==> src/hdl/scsg_pkg.sv <==
// ---------------------------------------------------------------------------
// scsg_pkg: shared types and constants of the staircase current step generator
// Holds the phase encoding, the register indexes and the fixed output widths.
// ---------------------------------------------------------------------------
package scsg_pkg;

	localparam int OUT_W = 20;
	localparam int NUM_W = 8;
	localparam int REG_IDX_W = 3;

	localparam logic signed [OUT_W-1:0] OUT_MAX = 20'sh7FFFF;
	localparam logic signed [OUT_W-1:0] OUT_MIN = 20'sh80000;

	typedef enum logic [REG_IDX_W-1:0] {
		REG_DELAY_TICKS    = 3'd0,
		REG_PULSE_TICKS    = 3'd1,
		REG_PAUSE_TICKS    = 3'd2,
		REG_START_CURRENT  = 3'd3,
		REG_STEP_CURRENT   = 3'd4,
		REG_OFFSET_CURRENT = 3'd5,
		REG_STEP_COUNT     = 3'd6
	} reg_idx_t;

	typedef enum logic [3:0] {
		PH_DELAY = 4'b0001,
		PH_PULSE = 4'b0010,
		PH_PAUSE = 4'b0100,
		PH_DONE  = 4'b1000
	} phase_t;

endpackage

==> src/hdl/scsg_if.sv <==
// ---------------------------------------------------------------------------
// scsg interfaces: tick, result and configuration channels
// Each channel carries valid, ready and its payload, with source and sink views.
// ---------------------------------------------------------------------------
interface scsg_tick_if;
	logic valid;
	logic ready;
	logic restart;

	modport source (output valid, output restart, input ready);
	modport sink (input valid, input restart, output ready);
endinterface

interface scsg_result_if;
	logic                                 valid;
	logic                                 ready;
	logic signed [scsg_pkg::OUT_W-1:0]    drive_current;
	logic        [scsg_pkg::NUM_W-1:0]    step_number;
	logic                                 in_pulse;
	logic                                 sequence_done;

	modport source (output valid, output drive_current, output step_number,
		output in_pulse, output sequence_done, input ready);
	modport sink (input valid, input drive_current, input step_number,
		input in_pulse, input sequence_done, output ready);
endinterface

interface scsg_cfg_if #(
	parameter int DATA_W = 32
);
	logic                              valid;
	logic                              ready;
	logic [scsg_pkg::REG_IDX_W-1:0]    index;
	logic [DATA_W-1:0]                 data;

	modport source (output valid, output index, output data, input ready);
	modport sink (input valid, input index, input data, output ready);
endinterface

==> src/hdl/staircase_current_step_generator.sv <==
// ---------------------------------------------------------------------------
// staircase_current_step_generator: staircase current stimulus sequencer
// Each tick item advances the delay, pulse and pause sequence by one sample
// and yields one result item with the commanded current and step status.
//
// Channels: tick (restart flag), result (drive_current, step_number,
// in_pulse, sequence_done) and cfg (register index and write data, always
// ready). The cfg data width must cover TICK_WIDTH and CURRENT_WIDTH.
// One tick item can be accepted every cycle while the result receiver is
// ready. The sequence state and the first-stage fields are registered on
// acceptance; the level multiply, sum and saturation are then registered
// into the result register, which holds its item while the receiver stalls;
// one more tick item may still fill the first stage, then tick.ready drops.
// Reset loads the register defaults and puts the sequence at the start of
// the delay with no items in flight.
// ---------------------------------------------------------------------------
module staircase_current_step_generator #(
	parameter int TICK_WIDTH    = 32,
	parameter int CURRENT_WIDTH = 18
) (
	input  logic           clk,
	input  logic           arst_n,
	scsg_tick_if.sink      tick,
	scsg_result_if.source  result,
	scsg_cfg_if.sink       cfg
);

	localparam int CW    = CURRENT_WIDTH;
	localparam int PW    = CW + scsg_pkg::NUM_W + 1;
	localparam int SUM_W = CW + scsg_pkg::NUM_W + 3;
	localparam int EXT_W = (SUM_W > scsg_pkg::OUT_W) ? SUM_W : scsg_pkg::OUT_W;
	localparam int NW    = scsg_pkg::NUM_W;

	logic [TICK_WIDTH-1:0]  delay_ticks_q, pulse_ticks_q, pause_ticks_q;
	logic signed [CW-1:0]   start_current_q, step_current_q, offset_current_q;
	logic [NW-1:0]          step_count_q;

	scsg_pkg::phase_t       phase_q, ph_e, ph_n;
	logic [TICK_WIDTH-1:0]  ticks_q, ticks_e, ticks_n;
	logic [NW-1:0]          idx_q, idx_e, idx_n;
	logic                   enter;
	logic [NW:0]            k_next;

	logic                   valid_s1;
	logic                   pulse_s1, done_s1;
	logic [NW-1:0]          num_s1;

	logic                   valid_q;
	logic signed [scsg_pkg::OUT_W-1:0] drive_q;
	logic [NW-1:0]          num_q;
	logic                   pulse_q, done_q;

	logic                   adv2, tick_acc;
	logic [NW-1:0]          km1;
	logic signed [PW-1:0]   prod;
	logic signed [SUM_W-1:0] sum;
	logic signed [EXT_W-1:0] sum_x;
	logic signed [scsg_pkg::OUT_W-1:0] level;

	assign cfg.ready = 1'b1;

	always_ff @(posedge clk or negedge arst_n) begin
		if (!arst_n) begin
			delay_ticks_q    <= '0;
			pulse_ticks_q    <= TICK_WIDTH'(1000);
			pause_ticks_q    <= TICK_WIDTH'(10000);
			start_current_q  <= CW'(10);
			step_current_q   <= CW'(10);
			offset_current_q <= '0;
			step_count_q     <= NW'(15);
		end else if (cfg.valid) begin
			case (cfg.index)
				scsg_pkg::REG_DELAY_TICKS:    delay_ticks_q    <= cfg.data[TICK_WIDTH-1:0];
				scsg_pkg::REG_PULSE_TICKS:    pulse_ticks_q    <= cfg.data[TICK_WIDTH-1:0];
				scsg_pkg::REG_PAUSE_TICKS:    pause_ticks_q    <= cfg.data[TICK_WIDTH-1:0];
				scsg_pkg::REG_START_CURRENT:  start_current_q  <= cfg.data[CW-1:0];
				scsg_pkg::REG_STEP_CURRENT:   step_current_q   <= cfg.data[CW-1:0];
				scsg_pkg::REG_OFFSET_CURRENT: offset_current_q <= cfg.data[CW-1:0];
				scsg_pkg::REG_STEP_COUNT:     step_count_q     <= cfg.data[NW-1:0];
				default: begin
				end
			endcase
		end
	end

	assign adv2       = !valid_q || result.ready;
	assign tick.ready = !valid_s1 || adv2;
	assign tick_acc   = tick.valid && tick.ready;

	// A restart makes this tick the first tick of the delay.
	always_comb begin
		ph_e    = tick.restart ? scsg_pkg::PH_DELAY : phase_q;
		ticks_e = tick.restart ? '0 : ticks_q;
		idx_e   = tick.restart ? NW'(1) : idx_q;
	end

	always_comb begin
		ph_n    = ph_e;
		ticks_n = ticks_e + TICK_WIDTH'(1);
		idx_n   = idx_e;
		enter   = 1'b0;
		k_next  = {1'b0, idx_e} + (NW+1)'(1);
		case (ph_e)
			scsg_pkg::PH_DELAY: begin
				if (ticks_e >= delay_ticks_q) begin
					enter  = 1'b1;
					k_next = (NW+1)'(1);
				end
			end
			scsg_pkg::PH_PULSE: begin
				if (({1'b0, ticks_e} + (TICK_WIDTH+1)'(1)) >= {1'b0, pulse_ticks_q}) begin
					if (pause_ticks_q != '0) begin
						ph_n    = scsg_pkg::PH_PAUSE;
						ticks_n = '0;
					end else begin
						enter = 1'b1;
					end
				end
			end
			scsg_pkg::PH_PAUSE: begin
				if (({1'b0, ticks_e} + (TICK_WIDTH+1)'(1)) >= {1'b0, pause_ticks_q}) begin
					enter = 1'b1;
				end
			end
			default: begin
				ticks_n = ticks_e;
			end
		endcase
		if (enter) begin
			ticks_n = '0;
			if (k_next > {1'b0, step_count_q}) begin
				idx_n = step_count_q;
				ph_n  = scsg_pkg::PH_DONE;
			end else begin
				idx_n = k_next[NW-1:0];
				ph_n  = (pulse_ticks_q != '0) ? scsg_pkg::PH_PULSE : scsg_pkg::PH_PAUSE;
			end
		end
	end

	always_ff @(posedge clk or negedge arst_n) begin
		if (!arst_n) begin
			phase_q  <= scsg_pkg::PH_DELAY;
			ticks_q  <= '0;
			idx_q    <= NW'(1);
			valid_s1 <= 1'b0;
		end else if (tick_acc) begin
			phase_q  <= ph_n;
			ticks_q  <= ticks_n;
			idx_q    <= idx_n;
			valid_s1 <= 1'b1;
		end else if (adv2) begin
			valid_s1 <= 1'b0;
		end
	end

	always_ff @(posedge clk) begin
		if (tick_acc) begin
			pulse_s1 <= (ph_e == scsg_pkg::PH_PULSE);
			done_s1  <= (ph_e == scsg_pkg::PH_DONE);
			num_s1   <= (ph_e == scsg_pkg::PH_DELAY) ? '0 : idx_e;
		end
	end

	// Pulse k drives offset + start + (k-1)*step; every other phase the offset.
	assign km1   = num_s1 - NW'(1);
	assign prod  = $signed({1'b0, km1}) * step_current_q;
	assign sum   = SUM_W'(offset_current_q)
		+ (pulse_s1 ? (SUM_W'(start_current_q) + SUM_W'(prod)) : '0);
	assign sum_x = EXT_W'(sum);

	always_comb begin
		if (sum_x > EXT_W'(scsg_pkg::OUT_MAX)) begin
			level = scsg_pkg::OUT_MAX;
		end else if (sum_x < EXT_W'(scsg_pkg::OUT_MIN)) begin
			level = scsg_pkg::OUT_MIN;
		end else begin
			level = sum_x[scsg_pkg::OUT_W-1:0];
		end
	end

	always_ff @(posedge clk or negedge arst_n) begin
		if (!arst_n) begin
			valid_q <= 1'b0;
		end else if (adv2) begin
			valid_q <= valid_s1;
		end
	end

	always_ff @(posedge clk) begin
		if (adv2 && valid_s1) begin
			drive_q <= level;
			num_q   <= num_s1;
			pulse_q <= pulse_s1;
			done_q  <= done_s1;
		end
	end

	assign result.valid         = valid_q;
	assign result.drive_current = drive_q;
	assign result.step_number   = num_q;
	assign result.in_pulse      = pulse_q;
	assign result.sequence_done = done_q;

endmodule

==> src/flat_wrapper.sv <==
// flat-port wrapper written by rule: the top's interface ports become plain ports
module staircase_current_step_generator_flat 
#(
	parameter int TICK_WIDTH    = 32,
	parameter int CURRENT_WIDTH = 18
)
  (clk, arst_n, tick_valid, tick_restart, tick_ready, result_valid, result_drive_current, result_step_number, result_in_pulse, result_sequence_done, result_ready, cfg_valid, cfg_index, cfg_data, cfg_ready);
  scsg_tick_if tick_i ();
  scsg_result_if result_i ();
  scsg_cfg_if cfg_i ();
  input  logic clk;
  input  logic arst_n;
  input wire logic [$bits(tick_i.valid)-1:0] tick_valid;
  input wire logic [$bits(tick_i.restart)-1:0] tick_restart;
  output wire logic [$bits(tick_i.ready)-1:0] tick_ready;
  output wire logic [$bits(result_i.valid)-1:0] result_valid;
  output wire logic [$bits(result_i.drive_current)-1:0] result_drive_current;
  output wire logic [$bits(result_i.step_number)-1:0] result_step_number;
  output wire logic [$bits(result_i.in_pulse)-1:0] result_in_pulse;
  output wire logic [$bits(result_i.sequence_done)-1:0] result_sequence_done;
  input wire logic [$bits(result_i.ready)-1:0] result_ready;
  input wire logic [$bits(cfg_i.valid)-1:0] cfg_valid;
  input wire logic [$bits(cfg_i.index)-1:0] cfg_index;
  input wire logic [$bits(cfg_i.data)-1:0] cfg_data;
  output wire logic [$bits(cfg_i.ready)-1:0] cfg_ready;
  assign tick_i.valid = tick_valid;
  assign tick_i.restart = tick_restart;
  assign tick_ready = tick_i.ready;
  assign result_valid = result_i.valid;
  assign result_drive_current = result_i.drive_current;
  assign result_step_number = result_i.step_number;
  assign result_in_pulse = result_i.in_pulse;
  assign result_sequence_done = result_i.sequence_done;
  assign result_i.ready = result_ready;
  assign cfg_i.valid = cfg_valid;
  assign cfg_i.index = cfg_index;
  assign cfg_i.data = cfg_data;
  assign cfg_ready = cfg_i.ready;
  staircase_current_step_generator #(.TICK_WIDTH(TICK_WIDTH), .CURRENT_WIDTH(CURRENT_WIDTH)) u_core (.clk(clk), .arst_n(arst_n), .tick(tick_i), .result(result_i), .cfg(cfg_i));
endmodule
==> config.mk <==
export PLATFORM = sky130hd
export DESIGN_NAME = staircase_current_step_generator_flat
export DESIGN_NICKNAME = d
export VERILOG_FILES = /design/src/hdl/scsg_pkg.sv /design/src/hdl/scsg_if.sv /design/src/hdl/staircase_current_step_generator.sv /design/src/flat_wrapper.sv
export SDC_FILE = /design/constraint.sdc
export NUM_CORES = 1
export LEC_CHECK = 0
export BUFFER_PORTS_ARGS = -buffer_cell sky130_fd_sc_hd__buf_2
export CORE_MARGIN = 10
export CORE_UTILIZATION = 50
export DETAILED_ROUTE_END_ITERATION = 8
export PLACE_DENSITY = 0.79
export REMOVE_ABC_BUFFERS = 1
export SLEW_MARGIN = 20
export SYNTH_ARGS = -nofsm -noshare
export SYNTH_HDL_FRONTEND = slang
export SYNTH_SLANG_ARGS = --single-unit
==> constraint.sdc <==
create_clock -name clk -period 13.5 [get_ports clk]
set_input_delay 1.35 -clock clk [delete_from_list [all_inputs] [get_ports clk]]
set_output_delay 1.35 -clock clk [all_outputs]
set_load 0.01 [all_outputs]
==> flow_metrics.tcl, run 1 <==
set metrics [dict create \
    fin_setup_tns_ps 0 \
    synthFlopType "dfrtp_1" \
    cts_buffers 29 \
    cts_root_buf "clkbuf_16" \
    initial_utilization_pct 50.4 \
    first_iter_violations 1308 \
    synth-async-reset-ratio_pct 83.6 \
    clkTransAtPathRegs_ps 60 \
    gp_congestion 0.987 \
    fin_crit_ps 10460 \
    drcViolationCount 0 \
    multi_input_area_mm2 0.0133 \
    hpwl_um 41900 \
    post_cts.repair.setup_buffers 0 \
    cp-startpoint "u_core.num_s1[0]$_SDFFCE_PN0P_" \
    synth-edff-count 40 \
    antenna_found_initial 1 \
    ys_ff_latch 244 \
    syn2layout_area_growth_pct 9.13 \
    hp-class "flop to flop" \
    ys_seq_area_share_pct 30.1 \
    drv_slew 0 \
    avgSynthCellArea_um2 9.47 \
    crit_path_end_kind "flop" \
    dieWidth_um 225 \
    wl_per_cell_um 19.3 \
    final_nets 2661 \
    critPathKind "flop to flop" \
    yosysUniqueCellTypes 93 \
    status "finished clean" \
    yosysWarningCount 0 \
    rsz0062_at_grt "false" \
    slew_headroom_pct 22.1 \
    grt_usage_pct 21.7 \
    htree_levels 1 \
    cp_data_required_time_ps 13940 \
    max_stage_delay_ps 900 \
    worstPathArrival_ps 10890 \
    io_pins 74 \
    dieArea_mm2 0.0507 \
    drt_wl_total_um 55000 \
    skew_ps 25.6 \
    synthCells 2225 \
    n_antenna_cell 0 \
    crit_path_frequent_cell "fa_1" \
    final_layout_size_suffix_gt1_share_pct 12.2 \
    final_common_cell "inv_1" \
    vias 16400 \
    seq_area_mm2 0.00633 \
    final_cell_mix "inv_1, nand2_1, ha_1" \
    clkLatencyLatePin_ps 570 \
    cp_max_fo 19 \
    syn_area_mm2 0.0211 \
    antenna_left 0 \
    setup_viol 0 \
    worstSetupStartpointType "flop" \
    cts_max_path_buffers 3 \
    grt_pass1_vias 17100 \
    finalHoldViolations 0 \
    cts_resized 0 \
    fill_cells 3645 \
    cap_violations 0 \
    core_mm2 0.0418 \
    hold_start "u_core.done_s1$_DFFE_PP_" \
    worst_pin_slew_ps 1170 \
    rows 75 \
    via_per_inst 5.77 \
    reg2reg_from "u_core.num_s1[0]$_SDFFCE_PN0P_" \
    clkSinkCount 244 \
    die_y_um 225 \
    cts_tree "done" \
    grt_pass1_wl_um 88500 \
    period_share_pct 77.5 \
    grt_start_max_net_pins 80 \
    crit_path_top_delay_cell "o41ai_4" \
    max_freq_mhz 95.6 \
    overflow 0 \
    first_pass_iters 7 \
    holdBufCountCts 0 \
    port_buffers 72 \
]
## stage by stage
step	util (%)	hold WS (ps)	std cells	setup WS (ps)	instance area [µm²]
final	55.0	437	2845	3040	23000
after global routing	55.0	462	2845	2340	23000
after detailed placement	52.7	432	2791	2740	22000
after floorplan	-	400	2161	4140	20800
after global placement	52.7	410	2791	3160	22000
after CTS	55.0	446	2845	2710	23000
## logic make-up (layout without fill, tap and decap cells)
| logic type | Yosys count | count (layout) | share of synthesized area (%) |
|---|---|---|---|
| adder cells (fa/ha/maj) | 337 | 337 | 25.0 |
| buffers and inverters | 372 | 453 | 6.81 |
| XOR/XNOR | 84 | 84 | 3.53 |
| AO/OA/AOI/OAI | 443 | 443 | 13.9 |
| multiplexers | 75 | 75 | 3.95 |
| AND/OR/NAND/NOR | 669 | 669 | 16.7 |
| other | 1 | 1 | 0.0178 |
| flip-flops | 244 | 244 | 30.1 |
## critical path: cells and delay by family, from the launching register on
kind / cells / cell delay (ps)
buf+inv: 4 / 620
compound gates: 12 / 3740
flops: 1 / 460
xor+xnor: 1 / 670
simple gates: 6 / 1110
fa+ha+maj: 8 / 3730
## worst paths after layout
check / endpoint / slack, ps / cells past startpoint
hold reg to reg: u_core.result.sequence_done$_DFFE_PP_ / 440 / 0
setup / recovery: u_core.result.drive_current[17]$_SDFFCE_PN1P_ / 3040 / 31
min in group asynchronous: u_core.delay_ticks_q[27]$_DFFE_PN0P_ / 810 / 1
max in group asynchronous: u_core.delay_ticks_q[6]$_DFFE_PN0P_ / 11280 / 2
setup reg to reg: u_core.result.drive_current[17]$_SDFFCE_PN1P_ / 3040 / 31
hold / removal: u_core.result.sequence_done$_DFFE_PP_ / 440 / 0
## final cells by class
cell class	instances	share of cell area [%]
clock inverter	22	1.05
timing repair buffer	91	2.23
sequential	244	27.6
multi-input combinational	1609	58.0
tap	539	2.93
clock buffer	32	3.25
inverter	308	5.03
## synth_stat cells (4+ instances only)
cell / n / area, µm²
nor4_1: 21 / 131
nand3_1: 35 / 175
xor2_1: 25 / 219
inv_1: 306 / 1150
nand2_1: 215 / 807
and2_1: 36 / 225
mux2_2: 65 / 732
nor2b_1: 127 / 795
nor3b_1: 4 / 30.0
o211ai_1: 7 / 52.6
a21oi_1: 77 / 385
xnor2_1: 58 / 508
nor3_1: 24 / 120
fa_1: 140 / 2800
dfstp_2: 21 / 552
clkbuf_1: 50 / 188
o21bai_1: 9 / 67.6
ha_1: 197 / 2460
a211oi_1: 9 / 67.6
mux2i_1: 10 / 100
dfrtp_1: 183 / 4580
and3_1: 19 / 119
a31oi_1: 9 / 56.3
and3b_1: 5 / 43.8
nand4_1: 37 / 231
o21a_1: 14 / 105
or3_1: 7 / 43.8
or2_2: 8 / 50.1
o31ai_1: 16 / 120
buf_2: 8 / 40.0
and4_1: 4 / 35.0
nand2b_1: 41 / 257
a21o_1: 66 / 495
o21ai_1: 7 / 35.0
nor2_1: 62 / 233
edfxtp_1: 40 / 1200
o21ai_0: 155 / 776
a22o_1: 25 / 219
a31o_2: 5 / 43.8
o21ai_2: 4 / 35.0
## state kept, by name, indices dropped and copies added (netlist names)
signal and cells:
u_core.valid_s1 1, u_core.phase_q 4, u_core.result.in_pulse 1, u_core.num_s1 8, u_core.step_current_q 18, u_core.result.step_number 8, u_core.pulse_ticks_q 32, u_core.done_s1 1
u_core.result.valid 1, u_core.step_count_q 8, u_core.pulse_s1 1, u_core.delay_ticks_q 32, u_core.offset_current_q 18, u_core.result.drive_current 20, u_core.ticks_q 32, u_core.start_current_q 18
u_core.idx_q 8, u_core.pause_ticks_q 32, u_core.result.sequence_done 1
## metal layers
metal | vias to the layer above | wire length [µm] | track usage [%]
met5 | - | 0 | 0
met4 | 0 | 2720 | 10.3
met3 | 166 | 3570 | 2.95
met2 | 602 | 26700 | 37.1
met1 | 8010 | 22000 | 26.5
li1 | 7642 | - | -
Power of run 1 is not shown: default switching activity piles up to over one toggle a cycle in this logic, so the estimate is an artifact.
==> inputs of run 2 (changes only) <==
- clock period: 13.5 -> 10.8 ns (I/O delays scaled with it)
==> flow_metrics.tcl, run 2 (synthesized netlist as in run 1, its figures left out) <==
set metrics [dict create \
    cp_max_fo 19 \
    cap_violations 0 \
    port_buffers 72 \
    grt_pass1_vias 17000 \
    path_buf_inv 5 \
    fill_cells 3584 \
    final_cell_mix "inv_1, nand2_1, ha_1" \
    core_mm2 0.0418 \
    drt_wl_total_um 54900 \
    rows 75 \
    slew_headroom_pct 34.8 \
    htree_levels 1 \
    io_pins 74 \
    cts_buffers 29 \
    r2r_setup_slack_ps 660 \
    path_depth 33 \
    period_share_pct 93.9 \
    final_common_cell "inv_1" \
    die_y_um 225 \
    hpwl_um 41700 \
    final_layout_size_suffix_gt1_share_pct 11.9 \
    setup_viol 0 \
    seq_area_mm2 0.00633 \
    status "finished clean" \
    hp-class "flop to flop" \
    syn2layout_area_growth_pct 9.15 \
    dpl_cell_area_mm2 0.0220 \
    hold_path_depth 0 \
    cts_root_buf "clkbuf_16" \
    worstPathArrival_ps 10450 \
    fin_setup_tns_ps 0 \
    crit-reg2reg-capture "u_core.result.drive_current[17]$_SDFFCE_PN1P_" \
    clkLatencyLatePin_ps 570 \
    hold_ws_ps 430 \
    first_pass_iters 6 \
    max_freq_mhz 98.6 \
    cts_tree "done" \
    antenna_left 0 \
    fin_crit_ps 10140 \
    grt_usage_pct 21.6 \
    multi_input_area_mm2 0.0133 \
    crit_path_end_kind "flop" \
    finalInstanceArea_mm2 0.0230 \
    drv_slew 0 \
    cts_max_path_buffers 3 \
    drcViolationCount 0 \
    initial_utilization_pct 50.4 \
    first_iter_violations 1239 \
    final_nets 2662 \
    ff2ff_path_depth 33 \
    reg2reg_from "u_core.num_s1[0]$_SDFFCE_PN0P_" \
    clkTransAtPathRegs_ps 60 \
    via_per_inst 5.81 \
    gp_congestion 0.966 \
    dieArea_mm2 0.0507 \
    clkSinkCount 244 \
    overflow 0 \
    grt_start_max_net_pins 79 \
    whs_endpoint "u_core.result.sequence_done$_DFFE_PP_" \
    dieWidth_um 225 \
    grt_pass1_wl_um 88800 \
    wl_per_cell_um 19.3 \
    worst_pin_slew_ps 978 \
    crit_path_top_delay_cell "fa_1" \
    critPathKind "flop to flop" \
    worstSetupStartpointType "flop" \
    vias 16500 \
    hold_start "u_core.done_s1$_DFFE_PP_" \
    antenna_found_initial 1 \
    rsz0062_at_grt "false" \
    path_delay_family "adder cells" \
    cp_data_required_time_ps 11110 \
    skew_ps 36.3 \
    max_stage_delay_ps 540 \
    finalHoldViolations 0 \
    crit_path_frequent_cell "fa_1" \
]
run 2: cell types whose count changed in the layout (fill, tap and decap cells not counted):
cell / change
or2_0: -1
or2_1: +1
xor2_2: -1
inv_6: -2
clkbuf_1: +6
inv_4: -1
clkinv_2: -2
buf_12: +1
diode_2: +2
clkinv_4: -5
clkbuf_8: +2
xor2_1: +1
clkinvlp_4: +2
run 2: worst max-delay path by stage:
| stage | from | to | slack [ps] |
|---|---|---|---|
| 2_1_floorplan | u_core.num_s1[0]$_SDFFCE_PN0P_ | u_core.result.drive_current[11]$_SDFFCE_PN1P_ | 1440 |
| 3_3_place_gp | u_core.num_s1[0]$_SDFFCE_PN0P_ | u_core.result.drive_current[11]$_SDFFCE_PN1P_ | 830 |
| 3_5_place_dp | u_core.num_s1[0]$_SDFFCE_PN0P_ | u_core.result.drive_current[17]$_SDFFCE_PN1P_ | 550 |
| 4_1_cts | u_core.num_s1[0]$_SDFFCE_PN0P_ | u_core.result.drive_current[17]$_SDFFCE_PN1P_ | 520 |
| 5_1_grt | u_core.num_s1[0]$_SDFFCE_PN0P_ | u_core.result.drive_current[17]$_SDFFCE_PN1P_ | 130 |
| 6_report | u_core.num_s1[0]$_SDFFCE_PN0P_ | u_core.result.drive_current[17]$_SDFFCE_PN1P_ | 660 |
run 2: area by class of cell:
class / count / share of cell area, %
Clock buffer: 40 / 3.47
Inverter: 308 / 5.05
Antenna cell: 2 / 0.0218
Clock inverter: 14 / 0.757
Sequential cell: 244 / 27.5
Multi-Input combinational cell: 1609 / 57.9
Tap cell: 539 / 2.93
Timing Repair Buffer: 92 / 2.31
run 2: metal layers:
metal | up-vias | track usage (%) | routed length [µm]
li1 | 7644 | - | -
met4 | 0 | 9.00 | 2470
met1 | 8170 | 26.4 | 21800
met5 | - | 0 | 0
met3 | 140 | 2.50 | 3300
met2 | 591 | 38.0 | 27300
run 2: repair_timing:
item	CTS	global route
setup buffers	0	1
endpoints found under the setup margin	0	19
hold buffers	0	0
gates resized for setup	0	1
run 2: per-stage QoR:
step / utilization, % / std cells / setup slack, ps
detailed placement: 52.7 / 2791 / 548
global route: 55.0 / 2846 / 126
floorplan: - / 2161 / 1440
CTS: 55.0 / 2845 / 524
global placement: 52.7 / 2791 / 831
finish: 55.1 / 2848 / 660
Power of run 2 is left out for the same reason.
==> inputs of run 3 (changes only) <==
- CORE_UTILIZATION: 50 -> 60
- PLACE_DENSITY: 0.79 -> 0.9
==> flow_metrics.tcl, run 3 (synthesized netlist as in run 1, its figures left out) <==
set metrics [dict create \
    fin_setup_tns_ps 0 \
    drcViolationCount 0 \
    hold_ws_ps 428 \
    cts_buffers 28 \
    clkLatencyLatePin_ps 580 \
    fin_crit_ps 10080 \
    hp-class "flop to flop" \
    cts_tree "done" \
    overflow 0 \
    final_layout_size_suffix_gt1_share_pct 12.3 \
    seq_area_mm2 0.00633 \
    setup_viol 0 \
    rsz0062_at_grt "false" \
    hold_path_depth 0 \
    grt_pass1_wl_um 91800 \
    initial_utilization_pct 60.8 \
    cp_data_required_time_ps 11130 \
    worstPathArrival_ps 10410 \
    rows 68 \
    fill_cells 2590 \
    layout_setup_ws_ps 717 \
    crit_path_top_delay_cell "fa_1" \
    r2r_setup_slack_ps 720 \
    drv_slew 0 \
    n_antenna_cell 0 \
    crit_path_frequent_cell "fa_1" \
    slew_headroom_pct 26.8 \
    antenna_left 0 \
    cap_violations 0 \
    cts_max_path_buffers 3 \
    critPathKind "flop to flop" \
    max_freq_mhz 99.2 \
    crit_path_end_kind "flop" \
    gp_congestion 0.980 \
    final_common_cell "inv_1" \
    period_share_pct 93.4 \
    vias 16800 \
    first_pass_iters 6 \
    finalHoldViolations 0 \
    grt_pass1_vias 17600 \
    antenna_found_initial 1 \
    status "finished clean" \
    max_stage_delay_ps 590 \
    hold_start "u_core.done_s1$_DFFE_PP_" \
    die_y_um 207 \
    via_per_inst 6.10 \
    grt_usage_pct 25.8 \
    path_delay_family "adder cells" \
    dieWidth_um 207 \
    clkTransAtPathRegs_ps 70 \
    cts_root_buf "clkbuf_16" \
    place_ws_ps 587 \
    worst_pin_slew_ps 1090 \
    multi_input_area_mm2 0.0133 \
    cp_max_fo 19 \
    ff2ff_path_depth 34 \
    first_iter_violations 1357 \
    hpwl_um 42300 \
    drt_wl_total_um 57200 \
    wl_per_cell_um 20.7 \
    worstSetupStartpointType "flop" \
    whs_endpoint "u_core.result.sequence_done$_DFFE_PP_" \
    syn2layout_area_growth_pct 8.96 \
    port_buffers 72 \
    final_cell_mix "inv_1, nand2_1, ha_1" \
    grt_start_max_net_pins 72 \
    path_buf_inv 5 \
    htree_levels 1 \
    clkSinkCount 244 \
    holdBufCountCts 0 \
    core_mm2 0.0346 \
    crit-reg2reg-capture "u_core.result.drive_current[11]$_SDFFCE_PN1P_" \
    skew_ps 33.6 \
    reg2reg_from "u_core.num_s1[0]$_SDFFCE_PN0P_" \
    io_pins 74 \
    final_nets 2663 \
    dieArea_mm2 0.0430 \
]
run 3: what timing repair did:
action	CTS	global route
gates resized for setup	0	1
endpoints found under the setup margin	0	19
buffers inserted	0	1
run 3: area by class of cell:
cell class,count,area share (%)
Sequential cell,244,27.6
Tap cell,455,2.48
Inverter,308,5.05
Timing Repair Buffer,94,2.42
Multi-Input combinational cell,1609,58.1
Clock buffer,34,3.33
Clock inverter,18,1.07
run 3: worst register-to-register path: cells and delay by family, from the launching register on:
family / cells / cell delay, ps
AO/OA/AOI/OAI: 12 / 2970
buffers and inverters: 5 / 880
AND/OR/NAND/NOR: 6 / 890
multiplexers: 1 / 290
flip-flops: 1 / 490
adder cells (fa/ha/maj): 8 / 3720
XOR/XNOR: 2 / 630
run 3: metrics by stage:
step / cell area, µm² / cells / utilization (%)
finish: 22900 / 2762 / 66.3
global route: 22900 / 2762 / 66.3
CTS: 22900 / 2759 / 66.1
detailed placement: 21900 / 2707 / 63.2
global placement: 21900 / 2707 / 63.2
floorplan: 20800 / 2161 / -
run 3: routing by layer:
| layer | part of all wire [%] | up-vias | track usage (%) |
|---|---|---|---|
| met5 | 0 | - | 0 |
| met3 | 6.8 | 223 | 4.03 |
| met1 | 38 | 8259 | 30.6 |
| li1 | - | 7646 | - |
| met4 | 6.2 | 0 | 14.0 |
| met2 | 49 | 712 | 44.2 |
run 3: how the worst max path moves through the flow:
| stage | from | endpoint | slack [ps] | cells after the start |
|---|---|---|---|---|
| after detailed placement | u_core.num_s1[0]$_SDFFCE_PN0P_ | u_core.result.drive_current[11]$_SDFFCE_PN1P_ | 590 | 33 |
| after global placement | u_core.num_s1[0]$_SDFFCE_PN0P_ | u_core.result.drive_current[11]$_SDFFCE_PN1P_ | 870 | 33 |
| after global routing | u_core.num_s1[0]$_SDFFCE_PN0P_ | u_core.result.drive_current[11]$_SDFFCE_PN1P_ | 130 | 33 |
| after floorplan | u_core.num_s1[0]$_SDFFCE_PN0P_ | u_core.result.drive_current[11]$_SDFFCE_PN1P_ | 1440 | 33 |
| after CTS | u_core.num_s1[0]$_SDFFCE_PN0P_ | u_core.result.drive_current[11]$_SDFFCE_PN1P_ | 530 | 33 |
| final | u_core.num_s1[0]$_SDFFCE_PN0P_ | u_core.result.drive_current[11]$_SDFFCE_PN1P_ | 720 | 34 |
Power of run 3 is left out for the same reason.
